==> config.mk <==
export PLATFORM = sky130hd
export DESIGN_NAME = sbus_frame_receiver_top
export DESIGN_NICKNAME = d
export VERILOG_FILES = /design/src/sfr_pkg.sv /design/src/sfr_ram.sv /design/src/sfr_front.sv /design/src/sfr_back.sv /design/src/sbus_frame_receiver_top.sv
export SDC_FILE = /design/constraint.sdc
export NUM_CORES = 1
export LEC_CHECK = 0
export BUFFER_PORTS_ARGS = -buffer_cell sky130_fd_sc_hd__buf_2
export CELL_PAD_IN_SITES_DETAIL_PLACEMENT = 1
export CELL_PAD_IN_SITES_GLOBAL_PLACEMENT = 2
export CORE_AREA = 3 3 300 302
export DETAILED_ROUTE_END_ITERATION = 6
export DIE_AREA = 0 0 303 305
export MAX_ROUTING_LAYER = met4
export PLACE_DENSITY_LB_ADDON = 0.1
export SLEW_MARGIN = 0
export SYNTH_ARGS = -nofsm -noshare
export SYNTH_HDL_FRONTEND = slang
export SYNTH_SLANG_ARGS = --single-unit
==> constraint.sdc <==
create_clock -name clk -period 6.1 [get_ports clk]
set_input_delay 0.61 -clock clk [delete_from_list [all_inputs] [get_ports clk]]
set_output_delay 0.61 -clock clk [all_outputs]
set_load 0.05 [all_outputs]
==> src/sfr_pkg.sv <==
// Shared types, constants and helpers of the SBUS frame receiver.
// Used by sfr_front, sfr_back, the top level and the bench; depends on nothing.
`default_nettype none
package sfr_pkg;

    localparam int WIN_SIZE    = 35;
    localparam int FRAME_LEN   = 25;
    localparam int PACKET_LEN  = 35;
    localparam int INNER_OFS   = 8;
    localparam int CRC_LEN     = 33;
    localparam int NUM_CH      = 16;
    localparam int QUEUE_DEPTH = 4;

    localparam logic [7:0]  SYNC_BYTE  = 8'h0F;
    localparam logic [7:0]  HDR_BYTE0  = 8'hEB;
    localparam logic [7:0]  HDR_BYTE1  = 8'h90;
    localparam logic [7:0]  FLAG_BAD   = 8'h30;
    localparam logic [15:0] CRC_INIT   = 16'hFFFF;
    localparam logic [15:0] CRC_POLY   = 16'hA001;

    localparam logic [10:0] CENTER_RST = 11'd1500;
    localparam logic [9:0]  MARGIN_RST = 10'd100;
    localparam logic [10:0] PL_LOW_RST = 11'd915;
    localparam logic [11:0] PL_HI_RST  = 12'd2075;

    localparam logic [2:0] REG_CENTER = 3'd0;
    localparam logic [2:0] REG_MARGIN = 3'd1;
    localparam logic [2:0] REG_PL_LOW = 3'd2;
    localparam logic [2:0] REG_PL_HI  = 3'd3;

    typedef struct packed {
        logic [7:0] data;
        logic       is_hdr0;
        logic       is_hdr1;
        logic       is_sync;
        logic       is_zero;
    } rx_entry_t;

    typedef enum logic [2:0] {
        ST_IDLE,
        ST_LOOP,
        ST_FIND,
        ST_DECIDE,
        ST_CHECK,
        ST_EMIT
    } back_state_t;

    // Physical window address of a logical offset from the head (offset <= 35).
    function automatic logic [5:0] win_addr(input logic [5:0] head, input logic [5:0] ofs);
        logic [6:0] sum;
        sum = {1'b0, head} + {1'b0, ofs};
        if (sum >= 7'(WIN_SIZE))
            sum = sum - 7'(WIN_SIZE);
        return sum[5:0];
    endfunction

    // One byte of CRC-16/Modbus.
    function automatic logic [15:0] crc_byte(input logic [15:0] crc_in, input logic [7:0] b);
        logic [15:0] crc;
        crc = crc_in ^ {8'h00, b};
        for (int i = 0; i < 8; i++) begin
            if (crc[0])
                crc = (crc >> 1) ^ CRC_POLY;
            else
                crc = crc >> 1;
        end
        return crc;
    endfunction

endpackage
`default_nettype wire

==> src/sfr_ram.sv <==
// Generic single-write, single-read RAM with registered read data.
// Stand-alone; no package use.
`default_nettype none
module sfr_ram #(
    parameter int WIDTH = 8,
    parameter int DEPTH = 35
) (
    input  wire logic                     clk,
    input  wire logic                     we,
    input  wire logic [$clog2(DEPTH)-1:0] waddr,
    input  wire logic [WIDTH-1:0]         wdata,
    input  wire logic                     re,
    input  wire logic [$clog2(DEPTH)-1:0] raddr,
    output logic      [WIDTH-1:0]         rdata
);

    logic [WIDTH-1:0] mem [DEPTH];

    always_ff @(posedge clk)
    begin
        if (we)
            mem[waddr] <= wdata;
        if (re)
            rdata <= mem[raddr];
    end

endmodule
`default_nettype wire

==> src/sfr_front.sv <==
// Front part: accepts received bytes, tags the sync, header and zero codes,
// and holds them in a short queue for the back part. Uses sfr_pkg.
`default_nettype none
module sfr_front #(
    parameter int DEPTH = sfr_pkg::QUEUE_DEPTH
) (
    input  wire logic                 clk,
    input  wire logic                 rst_n,
    input  wire logic                 in_valid,
    output logic                      in_stall,
    input  wire logic [7:0]           rx_byte,
    output logic                      q_valid,
    output sfr_pkg::rx_entry_t        q_data,
    input  wire logic                 q_pop
);

    localparam int AW = (DEPTH > 1) ? $clog2(DEPTH) : 1;
    localparam int CW = $clog2(DEPTH + 1);

    sfr_pkg::rx_entry_t entry_reg [DEPTH];
    logic [AW-1:0] wptr_reg, rptr_reg;
    logic [CW-1:0] cnt_reg;
    sfr_pkg::rx_entry_t tagged_item;
    logic push;

    always_comb
    begin
        tagged_item.data    = rx_byte;
        tagged_item.is_hdr0 = (rx_byte == sfr_pkg::HDR_BYTE0);
        tagged_item.is_hdr1 = (rx_byte == sfr_pkg::HDR_BYTE1);
        tagged_item.is_sync = (rx_byte == sfr_pkg::SYNC_BYTE);
        tagged_item.is_zero = (rx_byte == 8'h00);
    end

    assign in_stall = (cnt_reg == CW'(DEPTH));
    assign push     = in_valid && !in_stall;
    assign q_valid  = (cnt_reg != '0);
    assign q_data   = entry_reg[rptr_reg];

    always_ff @(posedge clk)
    begin
        if (push)
            entry_reg[wptr_reg] <= tagged_item;
    end

    always_ff @(posedge clk or negedge rst_n)
    begin
        if (!rst_n)
        begin
            wptr_reg <= '0;
            rptr_reg <= '0;
            cnt_reg  <= '0;
        end
        else
        begin
            if (push)
                wptr_reg <= (wptr_reg == AW'(DEPTH - 1)) ? '0 : wptr_reg + 1'b1;
            if (q_pop)
                rptr_reg <= (rptr_reg == AW'(DEPTH - 1)) ? '0 : rptr_reg + 1'b1;
            cnt_reg <= cnt_reg + CW'(push) - CW'(q_pop);
        end
    end

endmodule
`default_nettype wire

==> src/sfr_back.sv <==
// Back part: byte window in RAM, resync scan, CRC and frame check, channel
// latch and result output register. Uses sfr_pkg and sfr_ram.
`default_nettype none
module sfr_back (
    input  wire logic                 clk,
    input  wire logic                 rst_n,
    input  wire logic                 q_valid,
    input  sfr_pkg::rx_entry_t        q_data,
    output logic                      q_pop,
    input  wire logic                 cfg_write,
    input  wire logic [2:0]           cfg_index,
    input  wire logic [11:0]          cfg_data,
    output logic                      out_valid,
    input  wire logic                 out_stall,
    output logic [3:0]                channel_index,
    output logic [10:0]               channel_value,
    output logic [9:0]                button_bits,
    output logic                      was_wrapped,
    output logic                      last_of_frame
);

    localparam int EW = $bits(sfr_pkg::rx_entry_t);

    sfr_pkg::back_state_t state_reg, state_next;
    logic [5:0]  head_reg, head_next, count_reg, count_next;
    logic [5:0]  idx_reg, idx_next, pidx_reg, pidx_next;
    logic        pend_reg, pend_next;
    logic        prev_hdr_reg, prev_hdr_next;
    logic        hf_reg, hf_next, rf_reg, rf_next;
    logic [5:0]  h_reg, h_next, r_reg, r_next;
    logic        pkt_reg, pkt_next, ok_reg, ok_next;
    logic [15:0] crc_reg, crc_next;
    logic [18:0] acc_reg, acc_next;
    logic [4:0]  nb_reg, nb_next;
    logic [3:0]  ch_reg, ch_next, k_reg, k_next;
    logic [9:0]  btn_reg, btn_next;
    logic        wrap_reg, wrap_next;
    logic [10:0] center_reg, pl_low_reg;
    logic [9:0]  margin_reg;
    logic [11:0] pl_hi_reg;
    logic [10:0] latch_reg [sfr_pkg::NUM_CH];

    logic        ov_reg, ov_next;
    logic [3:0]  oidx_reg, oidx_next;
    logic [10:0] oval_reg, oval_next;
    logic [9:0]  obtn_reg, obtn_next;
    logic        owrap_reg, owrap_next, olast_reg, olast_next;

    logic        we, re;
    logic [5:0]  waddr, raddr, len;
    logic [EW-1:0] wdata;
    sfr_pkg::rx_entry_t rd;
    logic        latch_we;
    logic [10:0] latch_val;

    // Scratch values of the combinational block.
    logic [5:0]  cnt_a, fo, rel;
    logic        drop_h, hdr_front, in_frame, done;
    logic [18:0] sum;
    logic [10:0] v;
    logic signed [12:0] v13, c13, lo13, hi13;

    sfr_ram #(.WIDTH(EW), .DEPTH(sfr_pkg::WIN_SIZE)) u_win (
        .clk   (clk),
        .we    (we),
        .waddr (waddr),
        .wdata (wdata),
        .re    (re),
        .raddr (raddr),
        .rdata (rd)
    );

    assign wdata         = q_data;
    assign out_valid     = ov_reg;
    assign channel_index = oidx_reg;
    assign channel_value = oval_reg;
    assign button_bits   = obtn_reg;
    assign was_wrapped   = owrap_reg;
    assign last_of_frame = olast_reg;

    always_comb
    begin
        state_next    = state_reg;
        head_next     = head_reg;
        count_next    = count_reg;
        idx_next      = idx_reg;
        pidx_next     = pidx_reg;
        pend_next     = 1'b0;
        prev_hdr_next = prev_hdr_reg;
        hf_next       = hf_reg;
        rf_next       = rf_reg;
        h_next        = h_reg;
        r_next        = r_reg;
        pkt_next      = pkt_reg;
        ok_next       = ok_reg;
        crc_next      = crc_reg;
        acc_next      = acc_reg;
        nb_next       = nb_reg;
        ch_next       = ch_reg;
        k_next        = k_reg;
        btn_next      = btn_reg;
        wrap_next     = wrap_reg;
        ov_next       = ov_reg && out_stall;
        oidx_next     = oidx_reg;
        oval_next     = oval_reg;
        obtn_next     = obtn_reg;
        owrap_next    = owrap_reg;
        olast_next    = olast_reg;
        q_pop         = 1'b0;
        we            = 1'b0;
        waddr         = sfr_pkg::win_addr(head_reg, count_reg);
        re            = 1'b0;
        raddr         = sfr_pkg::win_addr(head_reg, idx_reg);
        latch_we      = 1'b0;
        latch_val     = '0;
        cnt_a         = count_reg;
        drop_h        = 1'b0;
        hdr_front     = 1'b0;
        fo            = pkt_reg ? 6'(sfr_pkg::INNER_OFS) : 6'd0;
        rel           = pidx_reg - fo;
        in_frame      = (pidx_reg >= fo) && (rel < 6'(sfr_pkg::FRAME_LEN));
        sum           = acc_reg | (19'(rd.data) << nb_reg);
        v             = sum[10:0];
        v13           = $signed({2'b00, v});
        c13           = $signed({2'b00, center_reg});
        lo13          = c13 - $signed({3'b000, margin_reg});
        hi13          = c13 + $signed({3'b000, margin_reg});
        len           = count_reg;
        done          = 1'b0;

        case (state_reg)
            sfr_pkg::ST_IDLE:
            begin
                if (q_valid)
                begin
                    q_pop = 1'b1;
                    we    = 1'b1;
                    // A full window loses its oldest byte; the new one takes its slot.
                    if (count_reg == 6'(sfr_pkg::WIN_SIZE))
                    begin
                        waddr     = head_reg;
                        head_next = sfr_pkg::win_addr(head_reg, 6'd1);
                    end
                    else
                        count_next = count_reg + 6'd1;
                    state_next = sfr_pkg::ST_LOOP;
                end
            end

            sfr_pkg::ST_LOOP:
            begin
                if (count_reg >= 6'(sfr_pkg::FRAME_LEN))
                begin
                    idx_next      = '0;
                    prev_hdr_next = 1'b0;
                    hf_next       = 1'b0;
                    rf_next       = 1'b0;
                    state_next    = sfr_pkg::ST_FIND;
                end
                else
                    state_next = sfr_pkg::ST_IDLE;
            end

            sfr_pkg::ST_FIND:
            begin
                len = count_reg;
                if (idx_reg < len)
                begin
                    re        = 1'b1;
                    idx_next  = idx_reg + 6'd1;
                    pend_next = 1'b1;
                    pidx_next = idx_reg;
                end
                if (pend_reg)
                begin
                    if (!hf_reg && prev_hdr_reg && rd.is_hdr1)
                    begin
                        hf_next = 1'b1;
                        h_next  = pidx_reg - 6'd1;
                    end
                    if (!rf_reg && rd.is_sync)
                    begin
                        rf_next = 1'b1;
                        r_next  = pidx_reg;
                    end
                    prev_hdr_next = rd.is_hdr0;
                    if (pidx_reg == len - 6'd1)
                        state_next = sfr_pkg::ST_DECIDE;
                end
            end

            sfr_pkg::ST_DECIDE:
            begin
                drop_h    = hf_reg && (h_reg != '0) && (!rf_reg || (h_reg < r_reg));
                hdr_front = hf_reg && ((h_reg == '0) || drop_h);
                idx_next  = '0;
                crc_next  = sfr_pkg::CRC_INIT;
                acc_next  = '0;
                nb_next   = '0;
                ch_next   = '0;
                btn_next  = '0;
                ok_next   = 1'b1;
                if (hdr_front)
                begin
                    if (drop_h)
                    begin
                        head_next = sfr_pkg::win_addr(head_reg, h_reg);
                        cnt_a     = count_reg - h_reg;
                    end
                    count_next = cnt_a;
                    pkt_next   = 1'b1;
                    state_next = (cnt_a < 6'(sfr_pkg::PACKET_LEN)) ? sfr_pkg::ST_IDLE
                                                                  : sfr_pkg::ST_CHECK;
                end
                else if (!rf_reg)
                begin
                    count_next = '0;
                    state_next = sfr_pkg::ST_IDLE;
                end
                else
                begin
                    head_next  = sfr_pkg::win_addr(head_reg, r_reg);
                    cnt_a      = count_reg - r_reg;
                    count_next = cnt_a;
                    pkt_next   = 1'b0;
                    state_next = (cnt_a < 6'(sfr_pkg::FRAME_LEN)) ? sfr_pkg::ST_IDLE
                                                                 : sfr_pkg::ST_CHECK;
                end
            end

            sfr_pkg::ST_CHECK:
            begin
                len = pkt_reg ? 6'(sfr_pkg::PACKET_LEN) : 6'(sfr_pkg::FRAME_LEN);
                if (idx_reg < len)
                begin
                    re        = 1'b1;
                    idx_next  = idx_reg + 6'd1;
                    pend_next = 1'b1;
                    pidx_next = idx_reg;
                end
                if (pend_reg)
                begin
                    if (pkt_reg && (pidx_reg < 6'(sfr_pkg::CRC_LEN)))
                        crc_next = sfr_pkg::crc_byte(crc_reg, rd.data);
                    if (pkt_reg && (pidx_reg == 6'(sfr_pkg::CRC_LEN)) &&
                        (rd.data != crc_reg[7:0]))
                        ok_next = 1'b0;
                    if (pkt_reg && (pidx_reg == 6'(sfr_pkg::CRC_LEN + 1)) &&
                        (rd.data != crc_reg[15:8]))
                        ok_next = 1'b0;
                    if (in_frame)
                    begin
                        if ((rel == 6'd0) && !rd.is_sync)
                            ok_next = 1'b0;
                        if ((rel == 6'd24) && !rd.is_zero)
                            ok_next = 1'b0;
                        if (rel == 6'd23)
                        begin
                            if ((rd.data & sfr_pkg::FLAG_BAD) != 8'h00)
                                ok_next = 1'b0;
                            btn_next[8] = rd.data[7];
                            btn_next[9] = rd.data[6];
                        end
                        if ((rel >= 6'd1) && (rel <= 6'd22))
                        begin
                            // Eight new bits per byte: at most one channel completes.
                            if (nb_reg >= 5'd3)
                            begin
                                latch_we  = 1'b1;
                                latch_val = v;
                                acc_next  = sum >> 11;
                                nb_next   = nb_reg - 5'd3;
                                ch_next   = ch_reg + 4'd1;
                                if ((v < pl_low_reg) || ({1'b0, v} > pl_hi_reg))
                                    ok_next = 1'b0;
                                case (ch_reg)
                                    4'd10:
                                    begin
                                        btn_next[0] = (v13 < lo13);
                                        btn_next[1] = (v13 > hi13);
                                    end
                                    4'd11:
                                    begin
                                        btn_next[2] = (v13 < lo13);
                                        btn_next[3] = (v13 > hi13);
                                    end
                                    4'd12:   btn_next[4] = (v13 > c13);
                                    4'd13:   btn_next[5] = (v13 > c13);
                                    4'd14:   btn_next[6] = (v13 < c13);
                                    4'd15:   btn_next[7] = (v13 > c13);
                                    default: ;
                                endcase
                            end
                            else
                            begin
                                acc_next = sum;
                                nb_next  = nb_reg + 5'd8;
                            end
                        end
                    end
                    done = (pidx_reg == len - 6'd1);
                    if (done)
                    begin
                        if (ok_next)
                        begin
                            head_next  = sfr_pkg::win_addr(head_reg, len);
                            count_next = count_reg - len;
                            wrap_next  = pkt_reg;
                            k_next     = '0;
                            state_next = sfr_pkg::ST_EMIT;
                        end
                        else
                        begin
                            head_next  = sfr_pkg::win_addr(head_reg, 6'd1);
                            count_next = count_reg - 6'd1;
                            state_next = sfr_pkg::ST_LOOP;
                        end
                    end
                end
            end

            sfr_pkg::ST_EMIT:
            begin
                if (!ov_reg || !out_stall)
                begin
                    ov_next    = 1'b1;
                    oidx_next  = k_reg;
                    oval_next  = latch_reg[k_reg];
                    obtn_next  = btn_reg;
                    owrap_next = wrap_reg;
                    olast_next = (k_reg == 4'(sfr_pkg::NUM_CH - 1));
                    k_next     = k_reg + 4'd1;
                    if (k_reg == 4'(sfr_pkg::NUM_CH - 1))
                        state_next = sfr_pkg::ST_IDLE;
                end
            end

            default:
                state_next = sfr_pkg::ST_IDLE;
        endcase
    end

    always_ff @(posedge clk)
    begin
        if (latch_we)
            latch_reg[ch_reg] <= latch_val;
        idx_reg  <= idx_next;
        pidx_reg <= pidx_next;
        prev_hdr_reg <= prev_hdr_next;
        hf_reg   <= hf_next;
        rf_reg   <= rf_next;
        h_reg    <= h_next;
        r_reg    <= r_next;
        pkt_reg  <= pkt_next;
        ok_reg   <= ok_next;
        crc_reg  <= crc_next;
        acc_reg  <= acc_next;
        nb_reg   <= nb_next;
        ch_reg   <= ch_next;
        k_reg    <= k_next;
        wrap_reg <= wrap_next;
        oidx_reg <= oidx_next;
        oval_reg <= oval_next;
        obtn_reg <= obtn_next;
        owrap_reg <= owrap_next;
        olast_reg <= olast_next;
    end

    always_ff @(posedge clk or negedge rst_n)
    begin
        if (!rst_n)
        begin
            state_reg  <= sfr_pkg::ST_IDLE;
            head_reg   <= '0;
            count_reg  <= '0;
            pend_reg   <= 1'b0;
            btn_reg    <= '0;
            ov_reg     <= 1'b0;
            center_reg <= sfr_pkg::CENTER_RST;
            margin_reg <= sfr_pkg::MARGIN_RST;
            pl_low_reg <= sfr_pkg::PL_LOW_RST;
            pl_hi_reg  <= sfr_pkg::PL_HI_RST;
        end
        else
        begin
            state_reg <= state_next;
            head_reg  <= head_next;
            count_reg <= count_next;
            pend_reg  <= pend_next;
            btn_reg   <= btn_next;
            ov_reg    <= ov_next;
            if (cfg_write)
            begin
                case (cfg_index)
                    sfr_pkg::REG_CENTER: center_reg <= cfg_data[10:0];
                    sfr_pkg::REG_MARGIN: margin_reg <= cfg_data[9:0];
                    sfr_pkg::REG_PL_LOW: pl_low_reg <= cfg_data[10:0];
                    sfr_pkg::REG_PL_HI:  pl_hi_reg  <= cfg_data;
                    default: ;
                endcase
            end
        end
    end

endmodule
`default_nettype wire

==> src/sbus_frame_receiver_top.sv <==
// Top level of the SBUS frame receiver: byte queue front and window back.
// Depends on sfr_pkg, sfr_front, sfr_back and sfr_ram.
//
//  channel | handshake            | payload
//  input   | in_valid / in_stall  | rx_byte
//  output  | out_valid / out_stall| channel_index, channel_value, button_bits,
//          |                      | was_wrapped, last_of_frame
//  config  | cfg_write            | cfg_index, cfg_data
//
// Each byte passes through the idle and loop states; from 25 held bytes on it adds a
// window sweep, a decision state and, for a candidate, a check sweep; each rejected
// candidate passes the loop state again and repeats both sweeps. Single-port RAM reads set this.
// An accepted frame then emits its 16 channel results, held while the output side stalls.
// Reset empties the window and the queue; the RAM needs no clearing pass.
// Output stalls hold the result register; the byte queue keeps taking items until it is full.
`default_nettype none
module sbus_frame_receiver_top #(
    parameter int QUEUE_DEPTH = sfr_pkg::QUEUE_DEPTH
) (
    input  wire logic        clk,
    input  wire logic        rst_n,
    input  wire logic        in_valid,
    output logic             in_stall,
    input  wire logic [7:0]  rx_byte,
    output logic             out_valid,
    input  wire logic        out_stall,
    output logic [3:0]       channel_index,
    output logic [10:0]      channel_value,
    output logic [9:0]       button_bits,
    output logic             was_wrapped,
    output logic             last_of_frame,
    input  wire logic        cfg_write,
    input  wire logic [2:0]  cfg_index,
    input  wire logic [11:0] cfg_data
);

    logic q_valid, q_pop;
    sfr_pkg::rx_entry_t q_data;

    sfr_front #(.DEPTH(QUEUE_DEPTH)) u_front (
        .clk      (clk),
        .rst_n    (rst_n),
        .in_valid (in_valid),
        .in_stall (in_stall),
        .rx_byte  (rx_byte),
        .q_valid  (q_valid),
        .q_data   (q_data),
        .q_pop    (q_pop)
    );

    sfr_back u_back (
        .clk           (clk),
        .rst_n         (rst_n),
        .q_valid       (q_valid),
        .q_data        (q_data),
        .q_pop         (q_pop),
        .cfg_write     (cfg_write),
        .cfg_index     (cfg_index),
        .cfg_data      (cfg_data),
        .out_valid     (out_valid),
        .out_stall     (out_stall),
        .channel_index (channel_index),
        .channel_value (channel_value),
        .button_bits   (button_bits),
        .was_wrapped   (was_wrapped),
        .last_of_frame (last_of_frame)
    );

endmodule
`default_nettype wire

==> impl_results.md <==
* Clock skew at 44.3 ps
* Residual DRC at 0
* Seq/Total Area, Yosys at 61.9%
* Critical Path Sink: u_back.head_reg[0]
* CTS tree: built
* DR vias/cell at 5.89
* Worst Reg2Reg Path Length in Cells at 17
* Grt ovf at 0
* Worst skew pair latency at 680 ps
* Hold Path Class: primary input to flip-flop
* Post-Syn Instances at 2876
* Placed insts at 4067
* Post-CTS setup repair buffer count at 0
* Clock sinks at 839
* Status: completed
* Layout Utilization at 51.3%
* TritonCTS buffer count at 92
* WL per Instance at 26.1 um
* Synthesis-stage register bit count at 839
* Yosys warning total at 0
* Min Tclk post-route at 5090 ps
* Reg2Reg Setup Slack at 1010 ps
* Largest net degree at the start of global routing at 57
* Fin crit share at 83.4%
* Syn avg cell area at 13.9 um^2
* Share of layout cells above drive strength 1 at 17.4%
* Headroom to the max-slew limit at 14.5%
* Drt total wl at 111000 um
* Post-synth cell types at 96
* Root buf cell: clkbuf_16
* Max Buffers Root-to-Sink at 3
* IO Count at 57
* Post-CTS sizing at 0
* Initial DRC count at 1804
* I/O Buffers at 56
* Setup violators final at 0
* Number of global-route vias before repair at 26600
* Worst Setup Path Type: flip-flop to flip-flop
* Starting Density at 45.6%
* Via Count at 25000
* R2r startpoint: u_back.nb_reg[1]
* Final non-filler cell total at 4241
* H-tree depth at 3
* RR Endpoint: u_back.head_reg[0]
* GRT Total Usage at 25.0%
* Die width at 303 um
* Clk pin slew, worst setup/hold paths at 60 ps
* Achievable Freq at 0.197 GHz
* Final TNS setup at 0 ps
* Cell row count at 109
* CP max FO at 19
* Data arrival, critical path at 5620 ps
* FFs w/ async S/R, synth at 9.30%
* Primary FF master, synth: edfxtp_1
* Final hold vios at 0
* RD Place Congestion at 0.847
* Ant diodes at 0
* Antenna violations before repair at 1
* Core area at 88000 um^2
* Max FFs per register at 420
* CP required at 6640 ps
* Number of synthesized flops with an enable pin at 761
* DRT antenna net count at 0
* First-pass GRT wire length at 169000 um
* Max-slew violation count at 0
* CP Launch Point: u_back.nb_reg[1]
* Die area at 92400 um^2
* Synthesis-to-layout area growth at 12.6%
* Crit path launch type: flip-flop
* Mapped Area at 40100 um^2
* Nets at 3201
* RSZ-0062 raised after global routing: no
* HPWL Detailed at 74300 um
* Worst-margin pin slew at 1280 ps
* Max Cap Viol at 0
* # fillers at 8576
* Syn Nets at 3080
* Die Y at 305 um
* Pre-Repair DR Iteration Count at 5
* Element type at the critical path end: flip-flop
## Yosys cell counts (15+ instances only)
master | number | area share [%]
edfxtp_1 | 761 | 57
o21a_1 | 22 | 0.41
inv_1 | 123 | 1.2
dfstp_2 | 21 | 1.4
mux2_2 | 44 | 1.2
o221ai_1 | 15 | 0.33
nor3_1 | 58 | 0.72
a21oi_1 | 97 | 1.2
o21bai_1 | 16 | 0.30
nand2b_1 | 30 | 0.47
nand2_1 | 196 | 1.8
and3_1 | 19 | 0.30
ha_1 | 165 | 5.1
buf_2 | 17 | 0.21
dfrtp_1 | 57 | 3.6
nand3_1 | 39 | 0.49
nor2_1 | 204 | 1.9
buf_1 | 16 | 0.15
a211oi_1 | 26 | 0.49
o21ai_0 | 145 | 1.8
nand4_1 | 15 | 0.23
xnor2_1 | 78 | 1.7
clkbuf_1 | 84 | 0.79
mux2i_1 | 69 | 1.7
xor2_1 | 41 | 0.90
or3_1 | 17 | 0.27
o22ai_1 | 73 | 1.1
a31oi_1 | 22 | 0.34
a21o_1 | 36 | 0.67
nor2b_1 | 30 | 0.47
o311ai_0 | 18 | 0.39
mux4_2 | 112 | 6.3
## cells in the final DEF (no fill, tap or decap), types with 19 or more instances in the layout
master	count
nand3_1	38
nor2_1	204
mux4_2	112
o22ai_1	73
a21oi_1	95
mux2_2	44
xnor2_1	78
xor2_1	41
mux2i_1	69
nor3_1	41
a31oi_1	22
a21o_1	36
nand2_1	196
buf_4	100
ha_1	163
edfxtp_1	761
buf_2	55
a211oi_1	26
o21ai_0	144
and3_1	19
nand2b_1	30
o21a_1	22
nor2b_1	30
dfrtp_1	57
clkbuf_16	94
inv_1	123
clkinv_1	23
dfstp_2	21
## what timing repair did
item | in CTS | in global routing
hold endpoints to repair | 22 | 0
endpoints found under the setup margin | 0 | 0
hold buffers | 1 | 0
## through the flow
stage | area [um^2] | worst slack (ps) | hold WS, ps
3_3_place_gp | 42100 | 1140 | 437
5_1_grt | 45200 | 639 | 171
2_1_floorplan | 40100 | 1880 | 314
4_1_cts | 45200 | 999 | 146
6_report | 45200 | 1010 | 184
3_5_place_dp | 42100 | 1070 | 439
## per-layer routing
layer,part of all wire (%),up-vias,global-route usage [%],routed length [um]
met5,0,-,-,0
met4,2.5,0,6.85,2780
met3,4.4,169,3.06,4830
met2,52,569,42.4,57100
met1,42,12900,31.6,46100
li1,-,11300,-,-
## worst max-delay path, cell delays in order (launching register included)
cell	delay, ps
edfxtp_1	770
mux2i_1	320
mux2i_1	130
nand2_1	100
o21ai_0	120
mux2_2	310
a21oi_1	260
inv_1	190
ha_1	340
a21o_1	120
a21oi_1	70
o21ai_0	160
o311ai_0	140
a21boi_1	680
nor2_1	200
nand2_1	390
o21ai_0	200
a221o_1	430
## how the worst min path moves through the flow
stage                            startpoint                       to  slack [ps]  cells past startpoint
after floorplan                       rst_n        u_back.btn_reg[0]         310                      0
after global placement    u_back.btn_reg[2]    u_back.button_bits[2]         440                      0
after detailed placement  u_back.btn_reg[0]    u_back.button_bits[0]         440                      0
after CTS                      cfg_data[11]     u_back.pl_hi_reg[11]         150                      2
after global routing             rx_byte[0]  u_front.entry_reg[1][4]         170                      1
final                            rx_byte[3]  u_front.entry_reg[2][7]         180                      1
## logic make-up (layout without fill, tap and decap cells)
logic type | count (synthesis) | count (layout) | synth area share (%)
DFF | 839 | 839 | 61.9
AOI/OAI and AO/OA | 578 | 578 | 9.59
buffers and inverters | 255 | 455 | 2.70
muxes | 228 | 228 | 9.40
and+or+nand+nor | 681 | 681 | 8.08
xor gates and xnor gates | 119 | 119 | 2.60
adders and majority gates | 176 | 176 | 5.70
## area by class of cell
class	count	area [um^2]	share of cell area, %
inverter	126	473	1.05
sequential	839	24800	55.0
clock buffer	113	2440	5.41
timing repair buffer	156	1040	2.29
tap	1165	1460	3.23
multi-input combinational	1782	14300	31.7
clock inverter	60	583	1.29
Power is not shown: default switching activity piles up to over one toggle a cycle in this logic, so the estimate is an artifact.
